### config.mk
export PLATFORM = sky130hd
export DESIGN_NAME = ultrasonic_echo_ranging_top
export DESIGN_NICKNAME = d
export VERILOG_FILES = /design/src/rtl/uer_pkg.sv /design/src/rtl/ultrasonic_echo_ranging_top.sv /design/src/rtl/uer_dist.sv
export SDC_FILE = /design/constraint.sdc
export NUM_CORES = 2
export LEC_CHECK = 0
export BUFFER_PORTS_ARGS = -buffer_cell sky130_fd_sc_hd__buf_2
export CAP_MARGIN = 20
export CORE_AREA = 2 2 265 332
export DETAILED_ROUTE_END_ITERATION = 7
export DIE_AREA = 0 0 267 334
export PLACE_DENSITY = 0.77
export SYNTH_ARGS = -nofsm -noshare
export SYNTH_HDL_FRONTEND = slang
export SYNTH_SLANG_ARGS = --single-unit
### constraint.sdc
create_clock -name i_clk -period 17.85 [get_ports i_clk]
set_clock_uncertainty 0.2 [all_clocks]
set_input_delay 1.785 -clock i_clk [delete_from_list [all_inputs] [get_ports i_clk]]
set_output_delay 1.785 -clock i_clk [all_outputs]
set_load 0.02 [all_outputs]
### src/rtl/uer_pkg.sv
// Shared types and constants for the ultrasonic echo ranging block.
// Used by uer_dist and ultrasonic_echo_ranging_top; depends on nothing else.
package uer_pkg;

    // Fixed geometry of the block.
    localparam int CHANNELS    = 3;
    localparam int COUNT_WIDTH = 24;
    localparam int DIST_WIDTH  = 19;

    // Register reset values: a 60 ms period and a 10 us pulse at 204 ticks per us.
    localparam logic [COUNT_WIDTH-1:0] PERIOD_RESET = 24'd12240000;
    localparam logic [COUNT_WIDTH-1:0] PULSE_RESET  = 24'd2040;

    // Conversion divisors.
    localparam logic [7:0] TICKS_PER_US = 8'd204;
    localparam logic [7:0] CM_DIVISOR   = 8'd58;
    localparam logic [7:0] INCH_DIVISOR = 8'd148;

    // Reciprocals floor(2^32 / d); the quotient they give is at most one low.
    localparam logic [24:0] RECIP_US   = 25'd21053761;
    localparam logic [26:0] RECIP_CM   = 27'd74051160;
    localparam logic [26:0] RECIP_INCH = 27'd29020049;

    localparam logic [DIST_WIDTH-1:0] Q8_MAX = 19'h7FFFF;

    // Item kinds carried in tuser.
    typedef enum logic [1:0] {
        CMD_TICK  = 2'd0,
        CMD_EDGE  = 2'd1,
        CMD_QUERY = 2'd2
    } t_cmd;

    // Configuration register indexes.
    typedef enum logic [1:0] {
        CFG_PERIOD = 2'd0,
        CFG_PULSE  = 2'd1,
        CFG_ENABLE = 2'd2
    } t_cfg_idx;

    // Per-item data that rides alongside the distance conversion.
    typedef struct packed {
        logic                   trigger;
        logic [COUNT_WIDTH-1:0] width_ticks;
        logic                   is_query;
        logic                   unit;
    } t_side;

endpackage

### src/rtl/ultrasonic_echo_ranging_top.sv
// Top level of the multi-channel ultrasonic echo ranging controller.
// Depends on uer_pkg and instantiates uer_dist.
//
// The block takes one item per clock cycle unless the output stalls: timer ticks,
// echo edges and distance queries. Each item updates the counter, trigger and
// per-channel echo registers in the cycle it is accepted, and its result word
// leaves after the reciprocal-multiply stages of the distance conversion. The
// pipeline stalls as a whole while the result word is not taken, so the input is
// ready whenever the output stage is empty or being drained. Configuration writes
// are always ready and take effect at the next edge; write them only while no
// item is in flight.
module ultrasonic_echo_ranging_top
    import uer_pkg::*;
(
    input  logic        i_clk,
    input  logic        i_rst_n,
    // Item input
    input  logic        i_s_tvalid,
    output logic        o_s_tready,
    input  logic [7:0]  i_s_tdata,   // [1:0] channel, [2] rising, [3] unit, [7:4] zero
    input  logic [1:0]  i_s_tuser,   // [1:0] cmd
    // Result output
    output logic        o_m_tvalid,
    input  logic        i_m_tready,
    output logic [47:0] o_m_tdata,   // [0] trigger, [19:1] distance_q8,
                                     // [43:20] width_ticks, [47:44] zero
    // Configuration write
    input  logic        i_cfg_valid,
    output logic        o_cfg_ready,
    input  logic [1:0]  i_cfg_index,
    input  logic [23:0] i_cfg_data
);

    // Configuration registers.
    logic [COUNT_WIDTH-1:0] r_period;
    logic [COUNT_WIDTH-1:0] r_pulse;
    logic [CHANNELS-1:0]    r_enable;

    // Timing state.
    logic                   r_count_unused_guard;
    logic [COUNT_WIDTH-1:0] r_count, n_count;
    logic                   r_trig, n_trig;
    logic [CHANNELS-1:0][COUNT_WIDTH-1:0] r_rise, n_rise;
    logic [CHANNELS-1:0][COUNT_WIDTH-1:0] r_width, n_width;

    // Decode of the incoming item.
    t_cmd                   in_cmd;
    logic [1:0]             in_ch;
    logic                   in_rising;
    logic                   in_unit;
    logic                   in_acc;
    logic                   pipe_en;
    logic                   ch_ok;
    logic                   ch_en;
    logic [COUNT_WIDTH-1:0] sel_rise;
    logic [COUNT_WIDTH-1:0] tick_next;
    logic [COUNT_WIDTH:0]   echo_span;
    t_side                  in_side;
    t_side                  out_side;
    logic [DIST_WIDTH-1:0]  out_dist;

    assign in_cmd    = t_cmd'(i_s_tuser);
    assign in_ch     = i_s_tdata[1:0];
    assign in_rising = i_s_tdata[2];
    assign in_unit   = i_s_tdata[3];

    // Whole pipeline moves unless a finished word is waiting.
    assign pipe_en     = !o_m_tvalid || i_m_tready;
    assign o_s_tready  = pipe_en;
    assign in_acc      = i_s_tvalid && pipe_en;
    assign o_cfg_ready = 1'b1;

    // Channel lookup.
    always_comb begin
        ch_ok    = 1'b0;
        ch_en    = 1'b0;
        sel_rise = '0;
        for (int i = 0; i < CHANNELS; i++) begin
            if (in_ch == 2'(i)) begin
                ch_ok    = 1'b1;
                ch_en    = r_enable[i];
                sel_rise = r_rise[i];
            end
        end
    end

    // Echo width, adding the period back when the counter wrapped.
    assign tick_next = r_count + 1'b1;
    assign echo_span = (r_count >= sel_rise)
                     ? {1'b0, r_count} - {1'b0, sel_rise}
                     : {1'b0, r_count} + {1'b0, r_period} - {1'b0, sel_rise};

    // State update for the accepted item.
    always_comb begin
        n_count = r_count;
        n_trig  = r_trig;
        n_rise  = r_rise;
        n_width = r_width;
        if (in_acc) begin
            case (in_cmd)
                CMD_TICK: begin
                    if (r_enable != '0) begin
                        if (tick_next >= r_period) begin
                            n_count = '0;
                            n_trig  = 1'b1;
                        end else begin
                            n_count = tick_next;
                            if (tick_next == r_pulse) begin
                                n_trig = 1'b0;
                            end
                        end
                    end
                end
                CMD_EDGE: begin
                    for (int i = 0; i < CHANNELS; i++) begin
                        if (ch_en && in_ch == 2'(i)) begin
                            if (in_rising) begin
                                n_rise[i] = r_count;
                            end else begin
                                n_width[i] = echo_span[COUNT_WIDTH-1:0];
                            end
                        end
                    end
                end
                default: begin
                end
            endcase
        end
    end

    // Sideband word for the result, taken after the update.
    always_comb begin
        in_side.trigger     = n_trig;
        in_side.width_ticks = '0;
        in_side.is_query    = (in_cmd == CMD_QUERY) && ch_ok;
        in_side.unit        = in_unit;
        for (int i = 0; i < CHANNELS; i++) begin
            if (in_ch == 2'(i)) begin
                in_side.width_ticks = n_width[i];
            end
        end
    end

    // Configuration registers.
    always_ff @(posedge i_clk) begin
        if (!i_rst_n) begin
            r_period <= PERIOD_RESET;
            r_pulse  <= PULSE_RESET;
            r_enable <= '0;
        end else if (i_cfg_valid) begin
            case (t_cfg_idx'(i_cfg_index))
                CFG_PERIOD: r_period <= i_cfg_data;
                CFG_PULSE:  r_pulse  <= i_cfg_data;
                CFG_ENABLE: r_enable <= i_cfg_data[CHANNELS-1:0];
                default: begin
                end
            endcase
        end
    end

    // Counter, trigger and echo registers.
    always_ff @(posedge i_clk) begin
        if (!i_rst_n) begin
            r_count <= '0;
            r_trig  <= 1'b0;
            r_rise  <= '0;
            r_width <= '0;
        end else begin
            r_count <= n_count;
            r_trig  <= n_trig;
            r_rise  <= n_rise;
            r_width <= n_width;
        end
    end

    // Flag the first cycle out of reset so checks skip it.
    always_ff @(posedge i_clk) begin
        if (!i_rst_n) begin
            r_count_unused_guard <= 1'b0;
        end else begin
            r_count_unused_guard <= 1'b1;
        end
    end

    uer_dist u_dist (
        .i_clk         (i_clk),
        .i_rst_n       (i_rst_n),
        .i_en          (pipe_en),
        .i_valid       (in_acc),
        .i_side        (in_side),
        .o_valid       (o_m_tvalid),
        .o_side        (out_side),
        .o_distance_q8 (out_dist)
    );

    assign o_m_tdata = {4'h0, out_side.width_ticks, out_dist, out_side.trigger};

    // An edge on a disabled channel must leave the echo registers alone.
    a_disabled_edge: assert property (@(posedge i_clk) disable iff (!i_rst_n)
        in_acc && in_cmd == CMD_EDGE && !ch_en |=> $stable(r_width) && $stable(r_rise))
        else $error("echo registers changed on an ignored edge");

    // With every channel off, ticks hold the counter and the trigger.
    a_idle_counter: assert property (@(posedge i_clk) disable iff (!i_rst_n)
        r_count_unused_guard && in_acc && in_cmd == CMD_TICK && r_enable == '0
        |=> $stable(r_count) && $stable(r_trig))
        else $error("counter moved with all channels disabled");

    // Only queries carry a nonzero distance.
    a_dist_only_query: assert property (@(posedge i_clk) disable iff (!i_rst_n)
        o_m_tvalid && !out_side.is_query |-> out_dist == '0)
        else $error("distance reported for a non-query item");

endmodule

### src/rtl/uer_dist.sv
// Distance conversion pipeline: echo width in ticks to Q.8 centimeters or inches.
// Depends on uer_pkg; instantiated by ultrasonic_echo_ranging_top.
module uer_dist
    import uer_pkg::*;
(
    input  logic                  i_clk,
    input  logic                  i_rst_n,
    input  logic                  i_en,
    input  logic                  i_valid,
    input  t_side                 i_side,
    output logic                  o_valid,
    output t_side                 o_side,
    output logic [DIST_WIDTH-1:0] o_distance_q8
);

    // Stage registers.
    logic        r_a_vld, r_b_vld, r_c_vld, r_d_vld, r_e_vld, r_f_vld;
    t_side       r_a_side, r_b_side, r_c_side, r_d_side, r_e_side, r_f_side;
    logic [48:0] r_b_prod;
    logic [16:0] r_c_q0;
    logic [24:0] r_c_t;
    logic [24:0] r_d_x;
    logic [51:0] r_d_prod;
    logic [24:0] r_e_x;
    logic [19:0] r_e_q0;
    logic [27:0] r_e_t;
    logic [DIST_WIDTH-1:0] r_f_dist;

    // Next values of the arithmetic registers.
    logic [48:0] n_b_prod;
    logic [16:0] n_c_q0;
    logic [24:0] n_c_t;
    logic [24:0] c_rem;
    logic [16:0] c_us;
    logic [24:0] n_d_x;
    logic [26:0] d_recip;
    logic [51:0] n_d_prod;
    logic [7:0]  e_div;
    logic [19:0] n_e_q0;
    logic [27:0] n_e_t;
    logic [7:0]  f_div;
    logic [27:0] f_rem;
    logic [19:0] f_quot;
    logic [DIST_WIDTH-1:0] n_f_dist;

    // Microseconds: estimate by reciprocal, then one correction step.
    assign n_b_prod = 49'(r_a_side.width_ticks) * 49'(RECIP_US);
    assign n_c_q0   = r_b_prod[48:32];
    assign n_c_t    = 25'(n_c_q0) * 25'(TICKS_PER_US);

    assign c_rem = 25'(r_c_side.width_ticks) - r_c_t;
    assign c_us  = r_c_q0 + 17'(c_rem >= 25'(TICKS_PER_US));

    // Scale by 256 and divide by the unit's divisor the same way.
    assign n_d_x    = {c_us, 8'h00};
    assign d_recip  = r_c_side.unit ? RECIP_INCH : RECIP_CM;
    assign n_d_prod = 52'(n_d_x) * 52'(d_recip);

    assign e_div  = r_d_side.unit ? INCH_DIVISOR : CM_DIVISOR;
    assign n_e_q0 = r_d_prod[51:32];
    assign n_e_t  = 28'(n_e_q0) * 28'(e_div);

    assign f_div  = r_e_side.unit ? INCH_DIVISOR : CM_DIVISOR;
    assign f_rem  = 28'(r_e_x) - r_e_t;
    assign f_quot = r_e_q0 + 20'(f_rem >= 28'(f_div));

    // Saturate, and report zero for anything that is not a query.
    always_comb begin
        if (!r_e_side.is_query) begin
            n_f_dist = '0;
        end else if (f_quot > 20'(Q8_MAX)) begin
            n_f_dist = Q8_MAX;
        end else begin
            n_f_dist = f_quot[DIST_WIDTH-1:0];
        end
    end

    // Stage valid bits advance together whenever the pipeline is not stalled.
    always_ff @(posedge i_clk) begin
        if (!i_rst_n) begin
            r_a_vld <= 1'b0;
            r_b_vld <= 1'b0;
            r_c_vld <= 1'b0;
            r_d_vld <= 1'b0;
            r_e_vld <= 1'b0;
            r_f_vld <= 1'b0;
        end else if (i_en) begin
            r_a_vld <= i_valid;
            r_b_vld <= r_a_vld;
            r_c_vld <= r_b_vld;
            r_d_vld <= r_c_vld;
            r_e_vld <= r_d_vld;
            r_f_vld <= r_e_vld;
        end
    end

    // Payload registers.
    always_ff @(posedge i_clk) begin
        if (i_en) begin
            r_a_side <= i_side;
            r_b_side <= r_a_side;
            r_b_prod <= n_b_prod;
            r_c_side <= r_b_side;
            r_c_q0   <= n_c_q0;
            r_c_t    <= n_c_t;
            r_d_side <= r_c_side;
            r_d_x    <= n_d_x;
            r_d_prod <= n_d_prod;
            r_e_side <= r_d_side;
            r_e_x    <= r_d_x;
            r_e_q0   <= n_e_q0;
            r_e_t    <= n_e_t;
            r_f_side <= r_e_side;
            r_f_dist <= n_f_dist;
        end
    end

    assign o_valid       = r_f_vld;
    assign o_side        = r_f_side;
    assign o_distance_q8 = r_f_dist;

endmodule

# Word level (Yosys, flattened, before mapping)
# Cells that the tools add are included.
# classes
addsub	8
n_mul	4
order_cmp	5
eq_ne	7
mux	31
reduce_logical	18
# op_table
cell	count
24-bit 2-to-1 mux	14
72-bit 2-to-1 mux	2
24-bit by 25-bit multiplier with 49-bit output, second input constant	1
24-bit >= comparator	2
24-bit subtractor	2
17-bit by 27-bit multiplier with 44-bit output	1
28-bit by 8-bit >= comparator with 1-bit output	1
20-bit by 8-bit multiplier with 28-bit output	1
25-bit by 28-bit subtractor with 28-bit output	1
27-bit 2-to-1 mux	1
25-bit by 8-bit >= comparator with 1-bit output, second input constant	1
24-bit by 25-bit subtractor with 25-bit output	1
24-bit by 1-bit adder with 24-bit output, second input constant	1
24-bit adder	1
24-bit == test	1
17-bit by 6-bit multiplier with 23-bit output, second input constant	1
20-bit by 1-bit adder with 20-bit output	1
20-bit by 19-bit greater-than comparator with 1-bit output, second input constant	1
19-bit 2-to-1 mux	1
17-bit by 1-bit adder with 17-bit output	1
8-bit 2-to-1 mux	2
4-bit AND reduction	3
1-bit 2-to-1 mux	11
2-bit by 1-bit == test with 1-bit output, second input constant	3
other kinds (8)	18
# word_totals
register_bits	620
input_bits	41
elab_cells	121

# Depth between registers and ports, before layout
# depth
ltp_word	13
depth_mapped	45
ltp_nobuf	44

# By module
# A second synthesis with hierarchy kept.
# hier_totals
hier_cells	4568
area_unflattened_um2	46791.1
# by_module_without_submodules
module	instances	cells_per_inst	area_each_um2
uer_dist	1	2798	32880.3
ultrasonic_echo_ranging_top	1	1770	13910.8

# Worst setup path after synthesis
# No wires, ideal clock.
# synth_path
kind	register to register
startpoint	register u_dist.r_c_q0[0]
endpoint	register u_dist.r_d_prod[44] (data pin)
setup_time_ns	0.260
arrival_ns	9.298
required_time_ns	17.390
slack_ns	8.093
stages_incl_launch_ff	44
path_buffers	0
path_cell_list	edfxtp_1 -> ha_1 -> fa_1 -> nor2b_1 -> o31ai_1 -> a21oi_1 -> a211o_1 -> xnor2_1 -> o21ai_0 -> nor3_1 -> nand2_1 -> nor4_1 -> nand4_1 -> ha_1 -> ha_1 -> nand2_1 -> nor2_1 -> nand4_1 -> [8 not listed] -> fa_1 -> inv_1 -> fa_1 -> fa_1 -> fa_1 -> inv_1 -> fa_1 -> inv_1 -> ha_1 -> nand3_1 -> a21boi_0 -> o311ai_1 -> a31oi_1 -> a41oi_2 -> a21boi_1 -> or4_1 -> and2_1 -> xor2_1
# synth_via
elab_chain_len	2
# synth_lines
item	line	source
start: declaration	uer_dist.sv:20	logic [16:0] r_c_q0;
start signal: assignment	uer_dist.sv:104	r_c_q0 <= n_c_q0;
17-bit by 1-bit adder with 17-bit output	uer_dist.sv:52	assign c_us = r_c_q0 + 17'(c_rem >= 25'(TICKS_PER_US));
via u_dist.c_us[16]	uer_dist.sv:34	logic [16:0] c_us;
17-bit by 27-bit multiplier with 44-bit output	uer_dist.sv:57	assign n_d_prod = 52'(n_d_x) * 52'(d_recip);
via u_dist.n_d_prod[44]	uer_dist.sv:37	logic [51:0] n_d_prod;
end signal: assignment	uer_dist.sv:108	r_d_prod <= n_d_prod;
end: declaration	uer_dist.sv:23	logic [51:0] r_d_prod;
# The timed path passes the listed nets, and every way through them passes these cells.
# A chain may end at the register's enable or synchronous reset.

# Worst setup path in the final report
# layout_path
startpoint	register u_dist.r_c_q0[0]
endpoint	register u_dist.r_d_prod[45] (data pin)
# The elaborated chain is that of the path after synthesis.

==> summary.txt <==
Floorplanning
  • I/O pin cnt: 92
  • Die span in x: 267 um
  • Core area: 86,400 um^2
  • Initial core utilization: 54.2%
  • Die area: 89,200 um^2
  • Die height: 334 um
  • Site row count: 121

Timing
  • Fmax: 0.0839 GHz
  • Slew @ Worst Pin: 1.02 ns
  • Final Hold Viols: 0
  • Min cycle time layout: 11.92 ns
  • Slew Viols, Final: 0
  • Final worst-path cycle share: 66.8%
  • Slew headroom: 31.9%
  • Setup TNS: 0 ns
  • RSZ-0062 raised after global routing: no
  • Final setup margin: 5.93 ns
  • Setup violations, final: 0

Critical path
  • Max Fanout on Critical Path: 6
  • Bufs and invs on worst path: 4
  • Slowest stage delay, CP: 0.75 ns
  • Critical Path End Type: flip-flop
  • Startpoint type of the worst setup path: flip-flop
  • Type of the worst setup path: reg -> reg
  • Data arrival, critical path: 12.14 ns
  • Reg-to-reg slack, setup: 5.93 ns
  • Most frequent CP cell: fa_1
  • Crit-path slowest cell: xor2_1
  • Critical path required time: 18.07 ns
  • CP top delay family: adder cells

Pwr
  • Lkg Pwr: 25.1 nW
  • Power density of the placed cells: 91.5 nW/um^2
  • Maximum vdd drop: 0.0861 mV

Route
  • DR vias: 32,100
  • Final ANT Viol Nets: 0
  • Routed len/inst: 18.7 um
  • Drt initial violations: 1,759
  • DRC: 0
  • Routed vias/inst: 5.51
  • TritonRoute pass-1 iters: 6
  • Routed Wire Length: 109 mm

Final layout
  • Fill cell count: 7,165
  • Ant diodes: 0
  • Final nets: 5,647
  • Core Util, Final: 58.5%
  • Share of cells above drive strength 1: 6.23%
  • Synthesis-to-layout area growth: 7.98%

CTS
  • TritonCTS clock tree: yes
  • Resize count post-CTS: 0
  • Clk sink count: 562
  • Clk root buf: clkbuf_16
  • Clock tree buffer depth: 3
  • Cts hold-fix bufs: 0
  • H-tree levels: 2
  • Worst skew pair latency: 0.68 ns
  • CTS clock-pin slew for the worst setup and hold paths: 0.06 ns
  • Postcts setup bufs: 0
  • Total CTS buffers: 59

GRT
  • GRT Util Overall: 25.1%
  • Largest net degree at the start of global routing: 92
  • Initial antenna violation count: 3
  • GRT overflow: 0
  • First-pass GRT wire length: 175 mm
  • Vias in the first global route: 33,500

Synth
  • Prevailing post-synth register cell: edfxtp_1
  • Post-synthesis cell count: 4,521
  • Post-Syn Area: 46,900 um^2
  • Register area share after synthesis: 31.2%
  • Average size of a mapped cell: 10.4 um^2
  • Number of synthesized flops with an enable pin: 336
  • Async S/R FF share, synth: 0%
  • Post-synth cell types: 106
  • Synthesis warning total: 0
  • Yosys reg bits: 562

Place
  • RD Place Congestion: 0.998
  • PortBufs: 82
  • HPWL after detailed placement: 88.6 mm
  • Setup Slack @ Placement: 6.14 ns

Status
  • Outcome: complete, no violations

Run
  • Max-cap violations: 0

Min path
  • Hold Path Class: reg -> reg
-- cell usage in the layout (no fill, tap or decap), drive strengths merged, types with 48 or more instances in the layout --
master | Yosys | layout
a21o | 92 | 92
a21oi | 207 | 207
and2 | 55 | 55
buf | 38 | 109
clkbuf | 88 | 78
dfxtp | 226 | 226
edfxtp | 336 | 336
fa | 453 | 453
ha | 548 | 548
inv | 750 | 753
mux2i | 138 | 138
nand2 | 291 | 291
nand3 | 73 | 73
nor2 | 273 | 273
nor3 | 62 | 62
o21a | 48 | 48
o21ai | 133 | 133
xnor2 | 152 | 152
xor2 | 82 | 82
-- sequential cells by signal, summed over array words and instances (netlist names), 19 cells and up --
name	count
r_rise	72
r_width	72
u_dist.r_a_side	27
u_dist.r_b_side	27
u_dist.r_c_side	27
u_dist.r_d_side	27
u_dist.r_e_side	27
u_dist.r_e_t	27
u_dist.o_side	25
r_count	24
r_period	24
r_pulse	24
u_dist.r_c_t	22
u_dist.r_d_prod	20
u_dist.r_e_q0	20
u_dist.o_distance_q8	19
-- report_power, final --
part	switching, mW	total, mW	internal, mW
registers	0.0571	1.58	1.52
clock network	0.531	1.25	0.715
logic	1.03	1.80	0.769
-- worst register-to-register path: cells and delay by family (launching register included) --
kind            cells  cell delay, ns
xor+xnor            3            0.96
flops               1            0.46
fa+ha+maj          11            4.42
buf+inv             4            0.66
simple gates       10            2.00
compound gates     12            3.01
-- synthesized netlist by cell type, drive strengths merged (12+ instances only) --
cell    count  area share, %
a211oi     18           0.30
a21boi     28           0.45
a21o       92            1.5
a21oi     207            2.2
a31oi      27           0.39
and2       55           0.73
and3       30           0.41
and4       12           0.23
buf        38           0.43
clkbuf     88           0.71
dfxtp     226            9.7
edfxtp    336             22
fa        453             19
ha        548             15
inv       750            6.0
mux2i     138            3.0
nand2     291            2.3
nand2b     35           0.47
nand3      73           0.81
nand4      41           0.55
nor2      273            2.2
nor2b      44           0.59
nor3       62           0.73
nor4       13           0.20
o211ai     17           0.28
o21a       48           0.77
o21ai     133            1.4
o21bai     16           0.26
o22ai      25           0.35
or2        34           0.46
xnor2     152            2.9
xor2       82            1.5
-- final timing paths --
check,from,end,cells after the start
max,u_dist.r_c_q0[0],u_dist.r_d_prod[45],40
max reg2reg,u_dist.r_c_q0[0],u_dist.r_d_prod[45],40
min reg2reg,u_dist.r_c_side[1],u_dist.r_d_side[1],0
min,u_dist.r_c_side[1],u_dist.r_d_side[1],0
-- layout make-up --
type                            count  area [um^2]  area share, %
Multi-Input combinational cell   3123        29100           57.5
Tap cell                         1168         1460           2.89
Inverter                          750         2830           5.58
Sequential cell                   562        14600           28.9
Timing Repair Buffer              109          633           1.25
Clock inverter                     32          397          0.784
Clock buffer                       78         1580           3.12
-- cells by family (layout without fill, tap and decap cells) --
logic type	count (synthesis)	in the layout	share of synthesized area [%]
AO/OA/AOI/OAI	700	700	9.73
XOR/XNOR	234	234	4.39
adder cells (fa/ha/maj)	1001	1001	34.0
buffers and inverters	876	969	7.15
flip-flops	562	562	31.2
multiplexers	149	149	3.24
other	2	42	0.0160
AND/OR/NAND/NOR	997	997	10.3
-- through the flow --
| stage | instances | total power, mW | area, um^2 | hold WS, ns |
|---|---|---|---|---|
| after floorplan | 4561 | 2.97 | 47000 | 0.200 |
| after global placement | 5710 | 3.34 | 48600 | 0.200 |
| after detailed placement | 5710 | 3.40 | 48600 | 0.205 |
| after CTS | 5820 | 4.66 | 50600 | 0.217 |
| after global routing | 5822 | 4.95 | 50600 | 0.222 |
| final | 5822 | 4.63 | 50600 | 0.208 |
-- per-layer routing --
metal | vias up | part of all wire (%) | wire length (um) | track usage (%)
met5 | - | 0 | 0 | 0
met4 | 0 | 6.2 | 6760 | 13.9
met3 | 301 | 3.9 | 4200 | 2.81
met2 | 804 | 52 | 56500 | 46.1
met1 | 15700 | 38 | 41400 | 28.2
li1 | 15300 | - | - | -
No activity file was read; power rests on OpenSTA's default activity.
